## src/rtl/core/fra_pkg.sv

```systemverilog
// Shared types and constants of the first-fit range allocator.
`default_nettype none
package fra_pkg;

   localparam int POOL_DEPTH   = 4096;
   localparam int FREE_SLOTS   = 16;
   localparam int LIVE_ENTRIES = 64;

   localparam int SLOT_AW = $clog2(FREE_SLOTS);
   localparam int SLOT_CW = $clog2(FREE_SLOTS + 1);
   localparam int LIVE_AW = $clog2(LIVE_ENTRIES);
   localparam int LIVE_CW = $clog2(LIVE_ENTRIES + 1);

   localparam logic [12:0] POOL_MAX = 13'(POOL_DEPTH);

   typedef enum logic [0:0] {
      CMD_ALLOC = 1'b0,
      CMD_FREE  = 1'b1
   } cmd_type;

   typedef enum logic [2:0] {
      ST_OK         = 3'd0,
      ST_EXHAUSTED  = 3'd1,
      ST_TABLE_FULL = 3'd2,
      ST_LIST_FULL  = 3'd3,
      ST_UNKNOWN    = 3'd4
   } status_type;

   typedef struct packed {
      cmd_type     cmd;
      logic [12:0] count;
      logic [11:0] handle;
   } req_type;

   typedef struct packed {
      logic [11:0] handle_out;
      status_type  status;
      logic [12:0] released;
      logic [12:0] high_water;
   } rsp_type;

   // One free slot or one live allocation: start and size
   typedef struct packed {
      logic [11:0] start;
      logic [12:0] size;
   } range_type;

   typedef enum logic [1:0] {
      SOP_NONE,
      SOP_WRITE,
      SOP_REMOVE,
      SOP_INSERT
   } slot_op_type;

   typedef struct packed {
      slot_op_type          op;
      logic [SLOT_AW-1:0]   addr;
      range_type            data;
   } slot_cmd_type;

   typedef struct packed {
      logic                 wr_en;
      logic [LIVE_AW-1:0]   wr_addr;
      range_type            wr_data;
      logic                 clr_en;
      logic [LIVE_AW-1:0]   clr_addr;
   } live_cmd_type;

   typedef enum logic [3:0] {
      S_IDLE,
      S_A_FREE,
      S_A_SLOT,
      S_A_BUMP,
      S_F_SCAN,
      S_F_POS,
      S_F_DECIDE,
      S_F_APPLY,
      S_F_JOIN,
      S_F_DROP,
      S_RESP
   } state_type;

endpackage
`default_nettype wire

```

## src/rtl/core/fra_slot_file.sv

```systemverilog
// Sorted free-slot file with write, remove-and-shift and insert-and-shift operations.
`default_nettype none
module fra_slot_file (
   input  wire logic                        clock,
   input  wire logic                        reset,
   input  wire fra_pkg::slot_cmd_type       cmd,
   input  wire logic [fra_pkg::SLOT_AW-1:0] rd_addr,
   output fra_pkg::range_type               rd_entry,
   output logic [fra_pkg::SLOT_CW-1:0]      count
);

   fra_pkg::range_type              entry_ff [fra_pkg::FREE_SLOTS];
   fra_pkg::range_type              entry_in [fra_pkg::FREE_SLOTS];
   logic [fra_pkg::SLOT_CW-1:0]     count_ff;
   logic [fra_pkg::SLOT_CW-1:0]     count_in;

   // Per-entry next value; each entry sees only its own neighbors
   for (genvar k = 0; k < fra_pkg::FREE_SLOTS; k++) begin : g_entry
      fra_pkg::range_type upper_nb;
      fra_pkg::range_type lower_nb;

      if (k + 1 < fra_pkg::FREE_SLOTS) begin : g_up
         assign upper_nb = entry_ff[k + 1];
      end else begin : g_up_last
         assign upper_nb = entry_ff[k];
      end
      if (k > 0) begin : g_lo
         assign lower_nb = entry_ff[k - 1];
      end else begin : g_lo_first
         assign lower_nb = entry_ff[k];
      end

      always_comb begin
         entry_in[k] = entry_ff[k];
         case (cmd.op)
            fra_pkg::SOP_WRITE: begin
               if (cmd.addr == fra_pkg::SLOT_AW'(k)) entry_in[k] = cmd.data;
            end
            fra_pkg::SOP_REMOVE: begin
               if (fra_pkg::SLOT_AW'(k) >= cmd.addr) entry_in[k] = upper_nb;
            end
            fra_pkg::SOP_INSERT: begin
               if (fra_pkg::SLOT_AW'(k) > cmd.addr) entry_in[k] = lower_nb;
               else if (cmd.addr == fra_pkg::SLOT_AW'(k)) entry_in[k] = cmd.data;
            end
            default: begin
               entry_in[k] = entry_ff[k];
            end
         endcase
      end

      always_ff @(posedge clock) begin
         entry_ff[k] <= entry_in[k];
      end
   end

   // Fill count
   always_comb begin
      count_in = count_ff;
      case (cmd.op)
         fra_pkg::SOP_REMOVE: count_in = count_ff - 1'b1;
         fra_pkg::SOP_INSERT: count_in = count_ff + 1'b1;
         default:             count_in = count_ff;
      endcase
   end

   always_ff @(posedge clock) begin
      if (reset) begin
         count_ff <= '0;
      end else begin
         count_ff <= count_in;
      end
   end

   assign rd_entry = entry_ff[rd_addr];
   assign count    = count_ff;

endmodule
`default_nettype wire

```

## src/rtl/core/fra_live_table.sv

```systemverilog
// Live allocation table: start/size memory with registered read and per-entry valid flags.
`default_nettype none
module fra_live_table (
   input  wire logic                        clock,
   input  wire logic                        reset,
   input  wire fra_pkg::live_cmd_type       cmd,
   input  wire logic [fra_pkg::LIVE_AW-1:0] rd_addr,
   output fra_pkg::range_type               rd_data,
   output logic [fra_pkg::LIVE_ENTRIES-1:0] valid
);

   fra_pkg::range_type                mem_ff [fra_pkg::LIVE_ENTRIES];
   fra_pkg::range_type                rd_data_ff;
   logic [fra_pkg::LIVE_ENTRIES-1:0]  valid_ff;
   logic [fra_pkg::LIVE_ENTRIES-1:0]  valid_in;

   // Memory: one write port, one registered read port
   always_ff @(posedge clock) begin
      if (cmd.wr_en) mem_ff[cmd.wr_addr] <= cmd.wr_data;
      rd_data_ff <= mem_ff[rd_addr];
   end

   // Valid flags: set on write, cleared on release
   always_comb begin
      valid_in = valid_ff;
      if (cmd.wr_en)  valid_in[cmd.wr_addr]  = 1'b1;
      if (cmd.clr_en) valid_in[cmd.clr_addr] = 1'b0;
   end

   always_ff @(posedge clock) begin
      if (reset) begin
         valid_ff <= '0;
      end else begin
         valid_ff <= valid_in;
      end
   end

   assign rd_data = rd_data_ff;
   assign valid   = valid_ff;

endmodule
`default_nettype wire

```

## src/rtl/core/first_fit_range_allocator_core.sv

```systemverilog
// Top level: request sequencer of the first-fit range allocator.
// Handles one request at a time and walks its tables one entry per cycle.
// An allocate first finds the first unused live entry, then visits the free
// slots up to the first one that fits (or all slots, then bump allocation),
// then posts the response. A free walks the live table through its single
// registered read port, one entry per cycle up to the match, then the free
// slots up to the insert position, then merges or inserts and posts the
// response. The input is ready again once the response is posted to the
// output register; a waiting response does not stall the acceptance of the
// next request, only the posting of its response.
// The configuration register is always ready and is meant to be written idle.
`default_nettype none
module first_fit_range_allocator_core (
   input  wire logic             clock,
   input  wire logic             reset,
   input  wire logic             req_valid,
   output logic                  req_ready,
   input  wire fra_pkg::req_type req_data,
   output logic                  rsp_valid,
   input  wire logic             rsp_ready,
   output fra_pkg::rsp_type      rsp_data,
   input  wire logic             csr_valid,
   output logic                  csr_ready,
   input  wire logic [12:0]      csr_data
);

   fra_pkg::state_type              state_ff, state_in;
   fra_pkg::req_type                req_ff, req_in;
   logic [fra_pkg::LIVE_CW-1:0]     idx_ff, idx_in;
   logic                            pend_ff, pend_in;
   logic [fra_pkg::LIVE_AW-1:0]     cmp_idx_ff, cmp_idx_in;
   logic [fra_pkg::LIVE_AW-1:0]     ent_ff, ent_in;
   logic [12:0]                     sz_ff, sz_in;
   logic [fra_pkg::SLOT_CW-1:0]     sidx_ff, sidx_in;
   logic [11:0]                     prev_start_ff, prev_start_in;
   logic [12:0]                     prev_size_ff, prev_size_in;
   logic [13:0]                     prev_end_ff, prev_end_in;
   logic                            left_ff, left_in;
   logic                            right_ff, right_in;
   logic [14:0]                     end_ff, end_in;
   logic [12:0]                     msize_ff, msize_in;
   fra_pkg::status_type             status_ff, status_in;
   logic [11:0]                     grant_ff, grant_in;
   logic [12:0]                     rel_ff, rel_in;
   logic [12:0]                     bump_ff, bump_in;
   logic [12:0]                     pool_limit_ff, pool_limit_in;
   logic                            rsp_valid_ff, rsp_valid_in;
   fra_pkg::rsp_type                rsp_data_ff, rsp_data_in;

   fra_pkg::slot_cmd_type           slot_cmd;
   logic [fra_pkg::SLOT_AW-1:0]     slot_rd_addr;
   fra_pkg::range_type              slot_rd;
   logic [fra_pkg::SLOT_CW-1:0]     slot_cnt;
   fra_pkg::live_cmd_type           live_cmd;
   fra_pkg::range_type              live_rd;
   logic [fra_pkg::LIVE_ENTRIES-1:0] live_valid;

   fra_slot_file u_slots (
      .clock    (clock),
      .reset    (reset),
      .cmd      (slot_cmd),
      .rd_addr  (slot_rd_addr),
      .rd_entry (slot_rd),
      .count    (slot_cnt)
   );

   fra_live_table u_live (
      .clock   (clock),
      .reset   (reset),
      .cmd     (live_cmd),
      .rd_addr (idx_ff[fra_pkg::LIVE_AW-1:0]),
      .rd_data (live_rd),
      .valid   (live_valid)
   );

   // Sequencer: next state, datapath updates and table commands
   always_comb begin
      logic [12:0] lim;
      logic [13:0] bump_sum;
      logic [12:0] start_sum;
      logic [13:0] size_sum;
      logic [13:0] h_end;
      logic [fra_pkg::SLOT_AW-1:0] pos_m1;

      state_in      = state_ff;
      req_in        = req_ff;
      idx_in        = idx_ff;
      pend_in       = pend_ff;
      cmp_idx_in    = cmp_idx_ff;
      ent_in        = ent_ff;
      sz_in         = sz_ff;
      sidx_in       = sidx_ff;
      prev_start_in = prev_start_ff;
      prev_size_in  = prev_size_ff;
      prev_end_in   = prev_end_ff;
      left_in       = left_ff;
      right_in      = right_ff;
      end_in        = end_ff;
      msize_in      = msize_ff;
      status_in     = status_ff;
      grant_in      = grant_ff;
      rel_in        = rel_ff;
      bump_in       = bump_ff;
      rsp_valid_in  = rsp_valid_ff && !rsp_ready;
      rsp_data_in   = rsp_data_ff;
      req_ready     = 1'b0;

      slot_rd_addr  = sidx_ff[fra_pkg::SLOT_AW-1:0];
      slot_cmd      = '0;
      live_cmd      = '0;

      lim       = (pool_limit_ff < fra_pkg::POOL_MAX) ? pool_limit_ff : fra_pkg::POOL_MAX;
      bump_sum  = {1'b0, bump_ff} + {1'b0, req_ff.count};
      start_sum = {1'b0, slot_rd.start} + req_ff.count;
      size_sum  = {1'b0, slot_rd.size} + {1'b0, sz_ff};
      h_end     = {2'b00, req_ff.handle} + {1'b0, sz_ff};
      pos_m1    = sidx_ff[fra_pkg::SLOT_AW-1:0] - 1'b1;

      case (state_ff)
         fra_pkg::S_IDLE: begin
            req_ready = 1'b1;
            if (req_valid) begin
               req_in  = req_data;
               idx_in  = '0;
               pend_in = 1'b0;
               state_in = (req_data.cmd == fra_pkg::CMD_FREE) ? fra_pkg::S_F_SCAN
                                                              : fra_pkg::S_A_FREE;
            end
         end

         // Allocate: find the first unused live entry
         fra_pkg::S_A_FREE: begin
            if (idx_ff == fra_pkg::LIVE_CW'(fra_pkg::LIVE_ENTRIES)) begin
               status_in = fra_pkg::ST_TABLE_FULL;
               grant_in  = '0;
               rel_in    = '0;
               state_in  = fra_pkg::S_RESP;
            end else if (!live_valid[idx_ff[fra_pkg::LIVE_AW-1:0]]) begin
               ent_in = idx_ff[fra_pkg::LIVE_AW-1:0];
               if (req_ff.count == '0) begin
                  status_in = fra_pkg::ST_EXHAUSTED;
                  grant_in  = '0;
                  rel_in    = '0;
                  state_in  = fra_pkg::S_RESP;
               end else begin
                  sidx_in  = '0;
                  state_in = fra_pkg::S_A_SLOT;
               end
            end else begin
               idx_in = idx_ff + 1'b1;
            end
         end

         // Allocate: first-fit walk over the free slots
         fra_pkg::S_A_SLOT: begin
            if (sidx_ff == slot_cnt) begin
               state_in = fra_pkg::S_A_BUMP;
            end else if (req_ff.count <= slot_rd.size) begin
               slot_cmd.addr = sidx_ff[fra_pkg::SLOT_AW-1:0];
               if (req_ff.count < slot_rd.size) begin
                  slot_cmd.op         = fra_pkg::SOP_WRITE;
                  slot_cmd.data.start = start_sum[11:0];
                  slot_cmd.data.size  = slot_rd.size - req_ff.count;
               end else begin
                  slot_cmd.op = fra_pkg::SOP_REMOVE;
               end
               live_cmd.wr_en         = 1'b1;
               live_cmd.wr_addr       = ent_ff;
               live_cmd.wr_data.start = slot_rd.start;
               live_cmd.wr_data.size  = req_ff.count;
               status_in = fra_pkg::ST_OK;
               grant_in  = slot_rd.start;
               rel_in    = '0;
               state_in  = fra_pkg::S_RESP;
            end else begin
               sidx_in = sidx_ff + 1'b1;
            end
         end

         // Allocate: bump the high-water index
         fra_pkg::S_A_BUMP: begin
            rel_in   = '0;
            state_in = fra_pkg::S_RESP;
            if (bump_sum > {1'b0, lim}) begin
               status_in = fra_pkg::ST_EXHAUSTED;
               grant_in  = '0;
            end else begin
               status_in              = fra_pkg::ST_OK;
               grant_in               = bump_ff[11:0];
               bump_in                = bump_sum[12:0];
               live_cmd.wr_en         = 1'b1;
               live_cmd.wr_addr       = ent_ff;
               live_cmd.wr_data.start = bump_ff[11:0];
               live_cmd.wr_data.size  = req_ff.count;
            end
         end

         // Free: look up the handle, one memory read per cycle
         fra_pkg::S_F_SCAN: begin
            if (pend_ff && live_valid[cmp_idx_ff] && live_rd.start == req_ff.handle) begin
               ent_in   = cmp_idx_ff;
               sz_in    = live_rd.size;
               sidx_in  = '0;
               state_in = fra_pkg::S_F_POS;
            end else if (idx_ff == fra_pkg::LIVE_CW'(fra_pkg::LIVE_ENTRIES)) begin
               status_in = fra_pkg::ST_UNKNOWN;
               grant_in  = req_ff.handle;
               rel_in    = '0;
               state_in  = fra_pkg::S_RESP;
            end else begin
               cmp_idx_in = idx_ff[fra_pkg::LIVE_AW-1:0];
               pend_in    = 1'b1;
               idx_in     = idx_ff + 1'b1;
            end
         end

         // Free: find the sorted position, keep the left neighbor
         fra_pkg::S_F_POS: begin
            if (sidx_ff == slot_cnt || slot_rd.start >= req_ff.handle) begin
               state_in = fra_pkg::S_F_DECIDE;
            end else begin
               prev_start_in = slot_rd.start;
               prev_size_in  = slot_rd.size;
               prev_end_in   = {2'b00, slot_rd.start} + {1'b0, slot_rd.size};
               sidx_in       = sidx_ff + 1'b1;
            end
         end

         // Free: classify merge with left, right, both or none
         fra_pkg::S_F_DECIDE: begin
            left_in  = (sidx_ff != '0) && (prev_end_ff == {2'b00, req_ff.handle});
            right_in = (sidx_ff != slot_cnt) && ({2'b00, slot_rd.start} == h_end);
            end_in   = {1'b0, prev_end_ff} + {2'b00, sz_ff};
            msize_in = prev_size_ff + sz_ff;
            state_in = fra_pkg::S_F_APPLY;
         end

         fra_pkg::S_F_APPLY: begin
            grant_in = req_ff.handle;
            if (left_ff) begin
               slot_cmd.op         = fra_pkg::SOP_WRITE;
               slot_cmd.addr       = pos_m1;
               slot_cmd.data.start = prev_start_ff;
               slot_cmd.data.size  = msize_ff;
               if (sidx_ff != slot_cnt && end_ff == {3'b000, slot_rd.start}) begin
                  state_in = fra_pkg::S_F_JOIN;
               end else begin
                  live_cmd.clr_en   = 1'b1;
                  live_cmd.clr_addr = ent_ff;
                  status_in = fra_pkg::ST_OK;
                  rel_in    = sz_ff;
                  state_in  = fra_pkg::S_RESP;
               end
            end else if (right_ff) begin
               slot_cmd.op         = fra_pkg::SOP_WRITE;
               slot_cmd.addr       = sidx_ff[fra_pkg::SLOT_AW-1:0];
               slot_cmd.data.start = req_ff.handle;
               slot_cmd.data.size  = size_sum[12:0];
               live_cmd.clr_en     = 1'b1;
               live_cmd.clr_addr   = ent_ff;
               status_in = fra_pkg::ST_OK;
               rel_in    = sz_ff;
               state_in  = fra_pkg::S_RESP;
            end else if (slot_cnt == fra_pkg::SLOT_CW'(fra_pkg::FREE_SLOTS)) begin
               status_in = fra_pkg::ST_LIST_FULL;
               rel_in    = '0;
               state_in  = fra_pkg::S_RESP;
            end else begin
               slot_cmd.op         = fra_pkg::SOP_INSERT;
               slot_cmd.addr       = sidx_ff[fra_pkg::SLOT_AW-1:0];
               slot_cmd.data.start = req_ff.handle;
               slot_cmd.data.size  = sz_ff;
               live_cmd.clr_en     = 1'b1;
               live_cmd.clr_addr   = ent_ff;
               status_in = fra_pkg::ST_OK;
               rel_in    = sz_ff;
               state_in  = fra_pkg::S_RESP;
            end
         end

         // Free: both neighbors touch, absorb the right slot
         fra_pkg::S_F_JOIN: begin
            slot_cmd.op         = fra_pkg::SOP_WRITE;
            slot_cmd.addr       = pos_m1;
            slot_cmd.data.start = prev_start_ff;
            slot_cmd.data.size  = msize_ff + slot_rd.size;
            state_in            = fra_pkg::S_F_DROP;
         end

         fra_pkg::S_F_DROP: begin
            slot_cmd.op       = fra_pkg::SOP_REMOVE;
            slot_cmd.addr     = sidx_ff[fra_pkg::SLOT_AW-1:0];
            live_cmd.clr_en   = 1'b1;
            live_cmd.clr_addr = ent_ff;
            status_in = fra_pkg::ST_OK;
            rel_in    = sz_ff;
            state_in  = fra_pkg::S_RESP;
         end

         // Post the response once the output register is free
         fra_pkg::S_RESP: begin
            if (!rsp_valid_ff || rsp_ready) begin
               rsp_valid_in            = 1'b1;
               rsp_data_in.handle_out  = grant_ff;
               rsp_data_in.status      = status_ff;
               rsp_data_in.released    = rel_ff;
               rsp_data_in.high_water  = bump_ff;
               state_in                = fra_pkg::S_IDLE;
            end
         end

         default: begin
            state_in = fra_pkg::S_IDLE;
         end
      endcase
   end

   // Configuration register
   always_comb begin
      pool_limit_in = pool_limit_ff;
      if (csr_valid) pool_limit_in = csr_data;
   end

   // Control registers
   always_ff @(posedge clock) begin
      if (reset) begin
         state_ff      <= fra_pkg::S_IDLE;
         rsp_valid_ff  <= 1'b0;
         bump_ff       <= '0;
         pool_limit_ff <= fra_pkg::POOL_MAX;
         pend_ff       <= 1'b0;
      end else begin
         state_ff      <= state_in;
         rsp_valid_ff  <= rsp_valid_in;
         bump_ff       <= bump_in;
         pool_limit_ff <= pool_limit_in;
         pend_ff       <= pend_in;
      end
   end

   // Datapath registers
   always_ff @(posedge clock) begin
      req_ff        <= req_in;
      idx_ff        <= idx_in;
      cmp_idx_ff    <= cmp_idx_in;
      ent_ff        <= ent_in;
      sz_ff         <= sz_in;
      sidx_ff       <= sidx_in;
      prev_start_ff <= prev_start_in;
      prev_size_ff  <= prev_size_in;
      prev_end_ff   <= prev_end_in;
      left_ff       <= left_in;
      right_ff      <= right_in;
      end_ff        <= end_in;
      msize_ff      <= msize_in;
      status_ff     <= status_in;
      grant_ff      <= grant_in;
      rel_ff        <= rel_in;
      rsp_data_ff   <= rsp_data_in;
   end

   assign csr_ready = 1'b1;
   assign rsp_valid = rsp_valid_ff;
   assign rsp_data  = rsp_data_ff;

endmodule
`default_nettype wire
```

## config.mk

```make
export PLATFORM = sky130hd
export DESIGN_NAME = first_fit_range_allocator_core
export DESIGN_NICKNAME = d
export VERILOG_FILES = /design/src/rtl/core/fra_pkg.sv /design/src/rtl/core/fra_slot_file.sv /design/src/rtl/core/fra_live_table.sv /design/src/rtl/core/first_fit_range_allocator_core.sv
export SDC_FILE = /design/constraint.sdc
export NUM_CORES = 2
export LEC_CHECK = 0
export BUFFER_PORTS_ARGS = -buffer_cell sky130_fd_sc_hd__buf_2
export CAP_MARGIN = 5
export CELL_PAD_IN_SITES_DETAIL_PLACEMENT = 1
export CELL_PAD_IN_SITES_GLOBAL_PLACEMENT = 1
export CORE_ASPECT_RATIO = 0.6
export CORE_MARGIN = 4
export CORE_UTILIZATION = 49
export DETAILED_ROUTE_END_ITERATION = 10
export MAX_ROUTING_LAYER = met4
export PLACE_DENSITY_LB_ADDON = 0.08
export SLEW_MARGIN = 10
export SYNTH_ARGS = -nofsm -noshare
export SYNTH_HDL_FRONTEND = slang
export SYNTH_SLANG_ARGS = --single-unit
```

## constraint.sdc

```tcl
create_clock -name clock -period 8 [get_ports clock]
set_clock_uncertainty 0.05 [all_clocks]
set_input_delay 1.2 -clock clock [delete_from_list [all_inputs] [get_ports clock]]
set_output_delay 1.2 -clock clock [all_outputs]
set_load 0.005 [all_outputs]
```

==> summary.md <==
| Metric | Value |
|---|---|
| Layout overhead on the synthesized area | `12.3%` |
| Quantity of hold-fixing buffers added after cts | `0` |
| Final setup vio count | `0` |
| TritonCTS clock tree | `done` |
| Number of buffers on the longest clock path | `4` |
| Total wire length after detailed routing | `404 mm` |
| Minimum clock period after layout | `7.20 ns` |
| Worst EP required | `8.46 ns` |
| Via count of the first global-routing pass | `66200` |
| Commonest non-fill, non-tap cell in the layout | `sky130_fd_sc_hd__edfxtp_1` |
| Number of rows created at floorplan | `roughly 130` |
| Longest individual stage delay on the worst path | `0.98 ns` |
| Total Neg Setup Slack | `0 ns` |
| Violations in the final reports | `max-capacitance violations, max-slew violations` |
| Utilization of the core after routing | `0.556` |
| Slew headroom | `-0.00755` |
| Per-instance average area after synthesis | `15.6 um^2` |
| Remaining routing DRC violations | `0` |
| Length of the first detailed-routing pass in iterations | `10` |
| Number of synthesized flops with an enable pin | `2200` |
| ANT nets after route | `0` |
| Share of async-settable or async-resettable flops after synthesis | `0` |
| Clock Power Share | `0.208` |
| Root buffer selected by CTS | `sky130_fd_sc_hd__clkbuf_16` |
| I/O pin cnt | `88` |
| Status | `complete, but fails checks` |
| Critical path, cell by cell | `buf_12 -> buf_4 -> mux4_2 -> mux4_2 -> ha_1 -> nand4_1 -> nor4_2 -> buf_4 -> or4_1 -> o31a_1 -> o32ai_2 -> buf_4 -> nor2_1 -> a21oi_2 -> o21ai_0` |
| Highest achievable clock rate | `139 MHz` |
| Yosys cell types | `between 80 and 90` |
| Critical Path AT | `7.67 ns` |
| Most used flip-flop cell after synthesis | `sky130_fd_sc_hd__edfxtp_1` |
| Count of endpoints failing hold in the final timing report | `0` |
| Transition at the pin with the smallest max-transition slack | `1.50 ns` |
| Synthesized instance count | `6779` |
| Layout cell share with drive strength beyond 1 | `0.221` |
| Post-layout nets | `7147` |
| Critical Path Sink Type | `flip-flop` |
| Width of the chip | `608 um` |
| Share of power burned in registers | `0.377` |
| Reg clk slew, reported paths | `roughly 0.06 ns` |
| Peak fanout along the critical path | `25` |
| Die ar. | `0.224 mm^2` |
| First-pass GRT wire length | `about 560 mm` |
| Power per unit of standard cell area | `418 mW/mm^2` |
| Cell with the largest stage delay on the worst path | `sky130_fd_sc_hd__a21oi_2` |
| Number of vias per cell | `7.02` |
| Setup repair after global routing missed its margin | `no` |
| Total of max-cap violations | `1` |
| Final weighted congestion of routability-driven global placement | `1.05` |
| Ratio of final minimum period to clock period | `0.900` |
| GRT met3 Usage | `0.179` |
| Highest-count cells in the layout ignoring fill and taps | `sky130_fd_sc_hd__edfxtp_1, sky130_fd_sc_hd__mux4_2, sky130_fd_sc_hd__o21ai_0` |
| H-tree depth reported by CTS | `4` |
| Combinational cell fraction of total power | `0.415` |
| Initial core utilization | `0.495` |
| Number of flip-flops and latches in the synthesized netlist | `2330` |
| Buffers inserted during post-CTS setup optimization | `0` |
| TritonCTS buffer count | `220` |
| Most congested layer reported by global routing | `met1` |
| Cell type with the highest occurrence count on the critical path | `sky130_fd_sc_hd__buf_4` |
| Clock sink count | `2330` |
| DR iter-0 viols | `13100` |
| Core region area | `about 0.21 mm^2` |
| Critical Setup Path Class | `reg2reg` |
| Mean routed wirelength per cell | `40.1 um` |
| Launching element type of the critical path | `flip-flop` |
| Post-synthesis instance area | `about 0.11 mm^2` |
| Vertical die dimension | `approximately 370 um` |
| Switching portion of total power | `0.419` |
| Path type of the worst min-delay path | `reg2reg` |
| Synth Warn # | `0` |
| Detailed placer's ending HPWL | `about 280 mm` |
| Max Transition Viols Final | `1` |
| Antenna violations before repair | `60` |
| Sequential element share of the synthesized area | `0.649` |
| Switch Pwr | `20.8 mW` |
| IR drop worst, VDD | `0.000315 V` |
| # resized after CTS | `0` |
| GR Layer Usage met2 | `0.415` |
| Overall routing resource usage | `0.366` |
| DR vias | `70800` |
| Largest net degree at the start of global routing | `118` |
| M1 GR Usage | `0.583` |
| Total power | `49.6 mW` |
| Aggregate global routing overflow | `0` |
| Internal portion of total power | `28.8 mW` |
| Synthesized Nets | `6976` |
| IO Port Bufs | `86` |
| Latest clock arrival within the worst-skew pair | `0.89 ns` |
| Leak Pwr | `38.7 nW` |
==> registers in the layout, indices dropped and copies added, names as in the netlist, 13 cells and up, named ones only <==
name,cells
end_ff,15
msize_ff,13
rsp_data,41
u_live.rd_data,25
prev_end_ff,14
u_live.mem_ff,1600
u_live.valid,64
pool_limit_ff,13
rel_ff,13
bump_ff,13
prev_size_ff,13
u_slots.entry_ff,400
sz_ff,13
req_ff,25
==> per-layer routing <==
metal  wire length [um]  part of all wire  vias up
li1                   -                 -    27700
met4               6600             0.016        0
met2             146000              0.36     5352
met5                  0                 0        -
met3              71800              0.18      427
met1             180000              0.45    37300
==> cells in the mapped netlist, drive strengths merged (12+ instances only) <==
| library cell | instances | share of area |
|---|---|---|
| clkbuf | 279 | 0.0099 |
| nand2b | 25 | 0.0015 |
| mux4 | 650 | 0.14 |
| or3 | 15 | 0.00089 |
| nor2b | 34 | 0.0020 |
| or2 | 15 | 0.00089 |
| nor4 | 18 | 0.0013 |
| a21o | 34 | 0.0024 |
| a221o | 12 | 0.0011 |
| xor2 | 46 | 0.0038 |
| mux2 | 36 | 0.0040 |
| o22ai | 14 | 0.00083 |
| dfxtp | 130 | 0.025 |
| and2 | 28 | 0.0017 |
| o211ai | 13 | 0.00092 |
| a31oi | 20 | 0.0012 |
| and3 | 17 | 0.0010 |
| mux2i | 125 | 0.012 |
| a211oi | 94 | 0.0067 |
| nor2 | 373 | 0.013 |
| nand4 | 23 | 0.0014 |
| nand3 | 61 | 0.0029 |
| a21oi | 309 | 0.015 |
| o21a | 13 | 0.00092 |
| a222oi | 20 | 0.0019 |
| nor3 | 60 | 0.0033 |
| edfxtp | 2200 | 0.62 |
| inv | 99 | 0.0035 |
| nand2 | 474 | 0.017 |
| o21ai | 627 | 0.030 |
| buf | 164 | 0.0078 |
| ha | 143 | 0.017 |
| a22oi | 354 | 0.025 |
| xnor2 | 113 | 0.0094 |
==> cells by family after synthesis <==
| logic type | count (synthesis) | synth area share |
|---|---|---|
| adders and majority gates | 153 | 0.0188 |
| other | 1 | 0.0000354 |
| muxes | 811 | 0.154 |
| AOI/OAI and AO/OA | 1619 | 0.0948 |
| DFF | 2330 | 0.649 |
| and+or+nand+nor | 1162 | 0.0485 |
| xor gates and xnor gates | 159 | 0.0132 |
| buffers and inverters | 544 | 0.0213 |
==> cell type report <==
cell class,instances,area [um^2]
fill,19600,94800
sequential,2330,68700
multi-input combinational,3905,35900
clock buffer,285,5980
tap,2859,3580
timing repair buffer,392,3210
clock inverter,109,841
inverter,101,379
antenna,107,268
==> power groups by stage <==
stage / clock (mW) / combinational, mW / sequential [mW]
after detailed placement: 0 / 19.8 / 18.5
after global placement: 0 / 19.4 / 18.5
final: 10.3 / 20.6 / 18.7
after CTS: 10.4 / 19.9 / 18.3
after floorplan: 0 / 12.1 / 16.9
after global routing: 11.0 / 21.5 / 18.5
==> worst max-delay path: cells and delay by family, from the launching register on <==
family / cells / cell delay, ns
AOI/OAI and AO/OA: 4 / 2.45
adders and majority gates: 1 / 0.41
buffers and inverters: 4 / 1.06
DFF: 1 / 0.62
muxes: 2 / 1.20
and+or+nand+nor: 4 / 1.00
==> metrics by stage <==
stage	area (um^2)	setup WS [ns]	hold WS [ns]	std cells
final	119000	0.800	0.355	10100
after global routing	119000	0.619	0.340	10100
after CTS	118000	0.990	0.337	9979
after detailed placement	112000	1.02	0.342	9585
after global placement	112000	1.21	0.340	9585
after floorplan	106000	0.477	0.336	6779
==> path summary, 6_finish.rpt <==
path,start,endpoint,depth (start not counted),slack (ns)
max,flip-flop,u_slots.entry_ff[10][5],15,0.80
min reg2reg,u_live.rd_data[8],sz_ff[8],0,0.35
min,u_live.rd_data[8],sz_ff[8],0,0.35
max reg2reg,flip-flop,u_slots.entry_ff[10][5],15,0.80
Note: power is estimated with default switching activity, not from simulation.
